--- src/sv/hsfd_pkg.sv ---
package hsfd_pkg;

    localparam logic [7:0]  CRC_INIT   = 8'hFF;
    // x^8 term of 0x131 is implicit in the shift
    localparam logic [7:0]  CRC_POLY   = 8'h31;
    localparam int          FULL_SCALE = 65535;
    localparam logic [7:0]  T_SCALE    = 8'd175;
    localparam logic [6:0]  H_SCALE    = 7'd100;
    localparam int          T_OFFSET   = 50;
    localparam logic [23:0] T_OFFSET_SCALED = 24'(T_OFFSET * FULL_SCALE);

    localparam int QUEUE_DEPTH_DEF = 4;

    // reply byte positions
    localparam logic [2:0] POS_T_MSB = 3'd0;
    localparam logic [2:0] POS_T_LSB = 3'd1;
    localparam logic [2:0] POS_T_CRC = 3'd2;
    localparam logic [2:0] POS_H_MSB = 3'd3;
    localparam logic [2:0] POS_H_LSB = 3'd4;
    localparam logic [2:0] POS_H_CRC = 3'd5;

    typedef struct packed {
        logic        ok;
        logic [15:0] temp_word;
        logic [15:0] humid_word;
    } hsfd_rec_t;

    function automatic logic [7:0] crc8_byte(input logic [7:0] crc_in, input logic [7:0] b);
        logic [7:0] c;
        c = crc_in ^ b;
        for (int i = 0; i < 8; i++) begin
            if (c[7])
                c = {c[6:0], 1'b0} ^ CRC_POLY;
            else
                c = {c[6:0], 1'b0};
        end
        return c;
    endfunction

    // floor(x / 65535): x = q0*65536 + lo = q0*65535 + (lo + q0), one correction step
    function automatic logic [8:0] div_full_scale(input logic [23:0] x);
        logic [7:0]  q0;
        logic [16:0] r;
        q0 = x[23:16];
        r  = {1'b0, x[15:0]} + {9'd0, q0};
        return {1'b0, q0} + ((r >= 17'(FULL_SCALE)) ? 9'd1 : 9'd0);
    endfunction

endpackage

--- src/sv/humidity_sensor_frame_decoder_top.sv ---
// Sensor reply decoder: six bytes in, one checked and converted reading out.
// Input channel: frame_byte/frame_start, taken at a clock edge with push high
// and full low. frame_start restarts the reply; after six bytes the count
// wraps on its own. Bytes are checked with CRC-8 (poly 0x31, seed 0xFF) per
// 16-bit word as they arrive.
// Result channel: crc_ok, temperature_c (signed degC), humidity_pct, valid
// while empty is low, taken at an edge with pop high. Both values read zero
// when either word check fails.
// Throughput: one byte per cycle, sustained while full is low. The sixth byte of a reply puts a
// record into a QUEUE_DEPTH-entry queue; a three-stage conversion pipeline
// (constant multiply, offset/divide, divide/sign) drains it, so the reading
// reaches the output through the queue and stages 1 to 3; a low pop can hold it.
// Stalls: when pop is held low the pipeline fills, then the queue; full rises
// only once the queue has QUEUE_DEPTH records waiting, so a stalled reader
// costs nothing until roughly QUEUE_DEPTH + 3 readings back up.
// Reset: asynchronous; clears the byte count, the CRC, the queue and the
// pipeline. No result is pending after reset.
module humidity_sensor_frame_decoder_top
    import hsfd_pkg::*;
#(
    parameter int QUEUE_DEPTH = QUEUE_DEPTH_DEF
)
(
    input  logic              clk,
    input  logic              rst_n,
    input  logic              push,
    output logic              full,
    input  logic [7:0]        frame_byte,
    input  logic              frame_start,
    output logic              empty,
    input  logic              pop,
    output logic              crc_ok,
    output logic signed [7:0] temperature_c,
    output logic [6:0]        humidity_pct
);

    logic      accept;
    logic      rec_push;
    hsfd_rec_t rec_in;
    hsfd_rec_t rec_out;
    logic      q_full;
    logic      q_empty;
    logic      q_pop;

    assign full   = q_full;
    assign accept = push && !q_full;

    hsfd_front u_front (
        .clk         (clk),
        .rst_n       (rst_n),
        .accept      (accept),
        .frame_byte  (frame_byte),
        .frame_start (frame_start),
        .rec_push    (rec_push),
        .rec         (rec_in)
    );

    hsfd_queue #(
        .DEPTH (QUEUE_DEPTH)
    ) u_queue (
        .clk       (clk),
        .rst_n     (rst_n),
        .push      (rec_push),
        .push_data (rec_in),
        .full      (q_full),
        .pop       (q_pop),
        .pop_data  (rec_out),
        .empty     (q_empty)
    );

    hsfd_back u_back (
        .clk           (clk),
        .rst_n         (rst_n),
        .rec_empty     (q_empty),
        .rec           (rec_out),
        .rec_pop       (q_pop),
        .empty         (empty),
        .pop           (pop),
        .crc_ok        (crc_ok),
        .temperature_c (temperature_c),
        .humidity_pct  (humidity_pct)
    );

    a_no_push_when_full: assert property (@(posedge clk) disable iff (!rst_n)
        !(rec_push && q_full))
        else $error("record pushed into full queue");

    a_fail_reads_zero: assert property (@(posedge clk) disable iff (!rst_n)
        (!empty && !crc_ok) |-> (temperature_c == 8'sd0 && humidity_pct == 7'd0))
        else $error("failed reply carries nonzero reading");

    a_humid_range: assert property (@(posedge clk) disable iff (!rst_n)
        !empty |-> (humidity_pct <= 7'd100))
        else $error("humidity out of range");

    a_temp_range: assert property (@(posedge clk) disable iff (!rst_n)
        !empty |-> (temperature_c >= -8'sd50 && temperature_c <= 8'sd125))
        else $error("temperature out of range");

endmodule

--- src/sv/hsfd_front.sv ---
module hsfd_front
    import hsfd_pkg::*;
(
    input  logic       clk,
    input  logic       rst_n,
    input  logic       accept,
    input  logic [7:0] frame_byte,
    input  logic       frame_start,
    output logic       rec_push,
    output hsfd_rec_t  rec
);

    logic [2:0]  count_reg, count_next;
    logic [7:0]  crc_reg, crc_next;
    logic        temp_good_reg, temp_good_next;
    logic [15:0] temp_word_reg, temp_word_next;
    logic [15:0] humid_word_reg, humid_word_next;
    logic [2:0]  pos;
    logic [7:0]  crc_seed;
    logic [7:0]  crc_step;

    always_comb
    begin
        if (frame_start || count_reg > POS_H_CRC)
            pos = POS_T_MSB;
        else
            pos = count_reg;

        crc_seed = (pos == POS_T_MSB || pos == POS_H_MSB) ? CRC_INIT : crc_reg;
        crc_step = crc8_byte(crc_seed, frame_byte);

        count_next      = count_reg;
        crc_next        = crc_reg;
        temp_good_next  = temp_good_reg;
        temp_word_next  = temp_word_reg;
        humid_word_next = humid_word_reg;

        if (accept)
        begin
            unique case (pos)
                POS_T_MSB:
                begin
                    temp_good_next = 1'b0;
                    temp_word_next = {frame_byte, 8'd0};
                    crc_next       = crc_step;
                    count_next     = POS_T_LSB;
                end
                POS_T_LSB:
                begin
                    temp_word_next = {temp_word_reg[15:8], frame_byte};
                    crc_next       = crc_step;
                    count_next     = POS_T_CRC;
                end
                POS_T_CRC:
                begin
                    temp_good_next = (crc_reg == frame_byte);
                    crc_next       = CRC_INIT;
                    count_next     = POS_H_MSB;
                end
                POS_H_MSB:
                begin
                    humid_word_next = {frame_byte, 8'd0};
                    crc_next        = crc_step;
                    count_next      = POS_H_LSB;
                end
                POS_H_LSB:
                begin
                    humid_word_next = {humid_word_reg[15:8], frame_byte};
                    crc_next        = crc_step;
                    count_next      = POS_H_CRC;
                end
                default:
                begin
                    crc_next   = CRC_INIT;
                    count_next = POS_T_MSB;
                end
            endcase
        end
    end

    assign rec_push       = accept && (pos == POS_H_CRC);
    assign rec.ok         = temp_good_reg && (crc_reg == frame_byte);
    assign rec.temp_word  = temp_word_reg;
    assign rec.humid_word = humid_word_reg;

    always_ff @(posedge clk or negedge rst_n)
    begin
        if (!rst_n)
        begin
            count_reg     <= POS_T_MSB;
            crc_reg       <= CRC_INIT;
            temp_good_reg <= 1'b0;
        end
        else
        begin
            count_reg     <= count_next;
            crc_reg       <= crc_next;
            temp_good_reg <= temp_good_next;
        end
    end

    always_ff @(posedge clk)
    begin
        temp_word_reg  <= temp_word_next;
        humid_word_reg <= humid_word_next;
    end

endmodule

--- src/sv/hsfd_queue.sv ---
module hsfd_queue
    import hsfd_pkg::*;
#(
    parameter int DEPTH = QUEUE_DEPTH_DEF
)
(
    input  logic      clk,
    input  logic      rst_n,
    input  logic      push,
    input  hsfd_rec_t push_data,
    output logic      full,
    input  logic      pop,
    output hsfd_rec_t pop_data,
    output logic      empty
);

    localparam int PTR_W = (DEPTH > 1) ? $clog2(DEPTH) : 1;
    localparam int CNT_W = $clog2(DEPTH + 1);
    localparam logic [PTR_W-1:0] PTR_LAST = PTR_W'(DEPTH - 1);
    localparam logic [CNT_W-1:0] CNT_FULL = CNT_W'(DEPTH);

    hsfd_rec_t        mem [DEPTH];
    logic [PTR_W-1:0] wr_ptr_reg, wr_ptr_next;
    logic [PTR_W-1:0] rd_ptr_reg, rd_ptr_next;
    logic [CNT_W-1:0] count_reg, count_next;
    logic             do_push, do_pop;

    assign full     = (count_reg == CNT_FULL);
    assign empty    = (count_reg == '0);
    assign do_push  = push && !full;
    assign do_pop   = pop && !empty;
    assign pop_data = mem[rd_ptr_reg];

    always_comb
    begin
        wr_ptr_next = wr_ptr_reg;
        rd_ptr_next = rd_ptr_reg;
        count_next  = count_reg;
        if (do_push)
            wr_ptr_next = (wr_ptr_reg == PTR_LAST) ? '0 : wr_ptr_reg + 1'b1;
        if (do_pop)
            rd_ptr_next = (rd_ptr_reg == PTR_LAST) ? '0 : rd_ptr_reg + 1'b1;
        if (do_push && !do_pop)
            count_next = count_reg + 1'b1;
        else if (do_pop && !do_push)
            count_next = count_reg - 1'b1;
    end

    always_ff @(posedge clk or negedge rst_n)
    begin
        if (!rst_n)
        begin
            wr_ptr_reg <= '0;
            rd_ptr_reg <= '0;
            count_reg  <= '0;
        end
        else
        begin
            wr_ptr_reg <= wr_ptr_next;
            rd_ptr_reg <= rd_ptr_next;
            count_reg  <= count_next;
        end
    end

    always_ff @(posedge clk)
    begin
        if (do_push)
            mem[wr_ptr_reg] <= push_data;
    end

endmodule

--- src/sv/hsfd_back.sv ---
module hsfd_back
    import hsfd_pkg::*;
(
    input  logic              clk,
    input  logic              rst_n,
    input  logic              rec_empty,
    input  hsfd_rec_t         rec,
    output logic              rec_pop,
    output logic              empty,
    input  logic              pop,
    output logic              crc_ok,
    output logic signed [7:0] temperature_c,
    output logic [6:0]        humidity_pct
);

    // stage 1: scaled words
    logic        s1_v_reg;
    logic        s1_ok_reg;
    logic [23:0] s1_t_reg;
    logic [22:0] s1_h_reg;
    // stage 2: temperature offset removed, humidity divided
    logic        s2_v_reg;
    logic        s2_ok_reg;
    logic        s2_neg_reg;
    logic [23:0] s2_mag_reg;
    logic [6:0]  s2_h_reg;
    // stage 3: output register
    logic        s3_v_reg;
    logic        s3_ok_reg;
    logic [7:0]  s3_t_reg;
    logic [6:0]  s3_h_reg;

    logic        s1_free, s2_free, s3_free;
    logic        s2_neg_next;
    logic [23:0] s2_mag_next;
    logic [6:0]  s2_h_next;
    logic [8:0]  h_quot, t_quot;
    logic [7:0]  s3_t_next;

    assign s3_free = !s3_v_reg || pop;
    assign s2_free = !s2_v_reg || s3_free;
    assign s1_free = !s1_v_reg || s2_free;
    assign rec_pop = !rec_empty && s1_free;

    always_comb
    begin
        s2_neg_next = (s1_t_reg < T_OFFSET_SCALED);
        s2_mag_next = s2_neg_next ? (T_OFFSET_SCALED - s1_t_reg) : (s1_t_reg - T_OFFSET_SCALED);
        h_quot      = div_full_scale({1'b0, s1_h_reg});
        s2_h_next   = h_quot[6:0];

        t_quot      = div_full_scale(s2_mag_reg);
        s3_t_next   = s2_neg_reg ? (~t_quot[7:0] + 8'd1) : t_quot[7:0];
        if (!s2_ok_reg)
            s3_t_next = 8'd0;
    end

    always_ff @(posedge clk or negedge rst_n)
    begin
        if (!rst_n)
        begin
            s1_v_reg <= 1'b0;
            s2_v_reg <= 1'b0;
            s3_v_reg <= 1'b0;
        end
        else
        begin
            if (s1_free)
                s1_v_reg <= rec_pop;
            if (s2_free)
                s2_v_reg <= s1_v_reg;
            if (s3_free)
                s3_v_reg <= s2_v_reg;
        end
    end

    always_ff @(posedge clk)
    begin
        if (rec_pop)
        begin
            s1_ok_reg <= rec.ok;
            s1_t_reg  <= 24'(rec.temp_word * T_SCALE);
            s1_h_reg  <= 23'(rec.humid_word * H_SCALE);
        end
        if (s2_free && s1_v_reg)
        begin
            s2_ok_reg  <= s1_ok_reg;
            s2_neg_reg <= s2_neg_next;
            s2_mag_reg <= s2_mag_next;
            s2_h_reg   <= s2_h_next;
        end
        if (s3_free && s2_v_reg)
        begin
            s3_ok_reg <= s2_ok_reg;
            s3_t_reg  <= s3_t_next;
            s3_h_reg  <= s2_ok_reg ? s2_h_reg : 7'd0;
        end
    end

    assign empty         = !s3_v_reg;
    assign crc_ok        = s3_ok_reg;
    assign temperature_c = s3_t_reg;
    assign humidity_pct  = s3_h_reg;

endmodule

--- config.mk ---
export PLATFORM = sky130hd
export DESIGN_NAME = humidity_sensor_frame_decoder_top
export DESIGN_NICKNAME = d
export VERILOG_FILES = /design/src/sv/hsfd_pkg.sv /design/src/sv/humidity_sensor_frame_decoder_top.sv /design/src/sv/hsfd_front.sv /design/src/sv/hsfd_queue.sv /design/src/sv/hsfd_back.sv
export SDC_FILE = /design/constraint.sdc
export NUM_CORES = 1
export LEC_CHECK = 0
export BUFFER_PORTS_ARGS = -buffer_cell sky130_fd_sc_hd__buf_2
export CAP_MARGIN = 20
export CORE_MARGIN = 8
export CORE_UTILIZATION = 40
export CTS_BUF_LIST = sky130_fd_sc_hd__clkbuf_16
export DETAILED_ROUTE_END_ITERATION = 10
export PLACE_DENSITY = 0.58
export REMOVE_ABC_BUFFERS = 1
export SLEW_MARGIN = 5
export SYNTH_ARGS = -nofsm -noshare
export SYNTH_HDL_FRONTEND = slang
export SYNTH_SLANG_ARGS = --single-unit
--- constraint.sdc ---
create_clock -name clk -period 9.8 [get_ports clk]
set_input_delay 2.45 -clock clk [delete_from_list [all_inputs] [get_ports clk]]
set_output_delay 2.45 -clock clk [all_outputs]
set_load 0.05 [all_outputs]
==> flow_metrics.tcl <==
set metrics [dict create \
    n_antenna_cell 0 \
    synth_seq_cells 281 \
    io_pins 31 \
    detail-route-antenna-nets 0 \
    fin_tns_setup_ns 0 \
    end_kind "register" \
    grt_usage_pct 12.57 \
    synth_top_area_share_pct 46.78 \
    die_h_microns 219.9 \
    setup_viol 0 \
    core_sq_mm 0.04092 \
    antenna_found_initial 0 \
    largest_register_ffs 132 \
    maxSlewHeadroom_pct 32.78 \
    post_cts_resize_count 0 \
    yosys_most_used_dff "edfxtp_1" \
    grt_pass1_vias 9509 \
    hold_buffers 0 \
    rows 74 \
    grt_max_degree 49 \
    ys_seq_area_share_pct 50.15 \
    cts_tree "yes" \
    viasPerCell 4.954 \
    arrival_ns 5.78 \
    required_ns 10.12 \
    drt-pass1-iter-count 4 \
    synthTopCellsByCount "edfxtp_1, inv_1, ha_1, a21oi_1, fa_1" \
    startpoint_type "register" \
    syn_inst 1283 \
    nets 1550 \
    yosys_warnings 0 \
    fin_skew_ns 0.01206 \
    whs_path_depth 2 \
    numCtsBuffers 31 \
    hold_viol_final 0 \
    clk_latency_ns 0.57 \
    clk_path_buf_depth 3 \
    clockRootBuffer "clkbuf_16" \
    rsz0062_at_grt "no" \
    finalCritPeriodShare_pct 55.73 \
    fp.dieW_microns 219.9 \
    drv_slew 0 \
    initial_core_util_pct 40.63 \
    path_class "register to register" \
    grt_pass1_wl_microns 49390 \
    drtIter0Drc 465 \
    wl_microns 29920 \
    drc 0 \
    min_period_ns 5.461 \
    hp-class "register to register" \
    maxCapViolations 0 \
    cts.sinks 281 \
    dp_hpwl_microns 21770 \
    grt-ovfl-total 0 \
    place_congestion 0.7850 \
    worst_pin_slew_ns 1.006 \
    syn_area_sq_mm 0.01663 \
    port_buffers 30 \
    synth_edf_count 259 \
    status "finished clean" \
    clkSlewWorstSetupHoldPaths_ns 0.06 \
    wl_per_cell_microns 15.91 \
    area_growth_pct 10.75 \
    vias 9314 \
    post_cts_buffers 0 \
    htree_levels 1 \
    syn_area_per_cell_sq_um 12.96 \
    synthArstFlopShare_pct 7.829 \
    die_area_sq_mm 0.04835 \
    yosys.area.top_type "edfxtp_1" \
    yosysUniqueCellTypes 65 \
    synth_area_leaders "edfxtp_1, ha_1, fa_1" \
    max_freq_ghz 0.1831 \
    post_route_cells_drive_above_1_share_pct 10.61 \
    cp_max_fo 17 \
    yosysMostFrequentCell "edfxtp_1" \
    reg2reg_depth 15 \
]
[worst max-delay path: stages, from the launching register on]
cell     delay [ns]
dfrtp_2        0.73
mux4_2         0.69
ha_1           0.36
fa_1           0.53
inv_1          0.05
fa_1           0.50
fa_1           0.54
inv_1          0.04
ha_1           0.32
o21a_1         0.15
o21ai_0        0.09
or3_1          0.36
o21ai_1        0.27
o21ai_0        0.15
a32o_1         0.28
xnor2_1        0.12
[worst paths after layout]
path	slack (ns)	endpoint	from
max	4.34	u_back.s1_t_reg[21]	u_queue.rd_ptr_reg[0]
min	0.47	u_back.s3_v_reg	u_back.s2_v_reg
max reg2reg	4.34	u_back.s1_t_reg[21]	u_queue.rd_ptr_reg[0]
min reg2reg	0.47	u_back.s3_v_reg	u_back.s2_v_reg
max in group asynchronous	7.49	u_queue.rd_ptr_reg[0]	rst_n
min in group asynchronous	1.88	u_queue.wr_ptr_reg[1]	rst_n
[layout by cell type, fill, tap and decap left out, drive strengths merged, types with 5 or more instances in the layout]
cell type and n:
and3 14, nor4 5, clkinv 12, clkbuf 31, o31ai 6, nand2 28, buf 41, o21a 10
xnor2 67, mux4 33, nor3 13, mux2i 6, ha 147, fa 67, nor2b 25, a21oi 71
o21ai 35, nand2b 13, edfxtp 259, dfstp 8, a31oi 13, nand3 21, nor2 63, inv 178
and2 38, dfrtp 14, nand4 11, xor2 45, a21o 19, a211oi 6
[layer usage]
layer	vias up	GRT usage [%]	part of all wire, %
met4	0	2.541	1.6
met2	98	20.97	47
met1	4552	17.20	48
li1	4631	-	-
met3	33	2.043	3.0
met5	-	0	0
[cell families (layout without fill, tap and decap cells)]
logic type / after synthesis / after routing / share of synthesized area, %
flip-flops: 281 / 281 / 50.15
AO/OA/AOI/OAI: 185 / 185 / 6.939
AND/OR/NAND/NOR: 245 / 245 / 7.849
buffers and inverters: 203 / 268 / 4.794
multiplexers: 43 / 43 / 5.102
XOR/XNOR: 112 / 112 / 6.036
adder cells (fa/ha/maj): 214 / 214 / 19.13
[per-stage QoR]
| stage | instances | setup WS, ns | util (%) | cell area, sq um | hold slack, ns |
|---|---|---|---|---|---|
| CTS | 1880 | 4.260 | 45.00 | 18410 | 0.4726 |
| detailed placement | 1822 | 4.276 | 42.50 | 17390 | 0.4584 |
| global placement | 1822 | 4.302 | 42.50 | 17390 | 0.4537 |
| finish | 1880 | 4.339 | 45.00 | 18410 | 0.4684 |
| floorplan | 1249 | 3.457 | - | 16460 | 0.4003 |
| global route | 1880 | 3.993 | 45.00 | 18410 | 0.4944 |
[final cells by class]
type                    count  area, sq um
repair buffers             41        232.7
flip-flops and latches    281         8339
well taps                 532        665.6
fillers                  3725        22510
multi-input cells         799         7520
clock inverters            27        246.5
inverters                 169        634.4
clock buffers              31        775.7
Power is left out: the tool's default activity adds up to more than one toggle a clock period on the data nets, which glitch-free logic cannot reach.
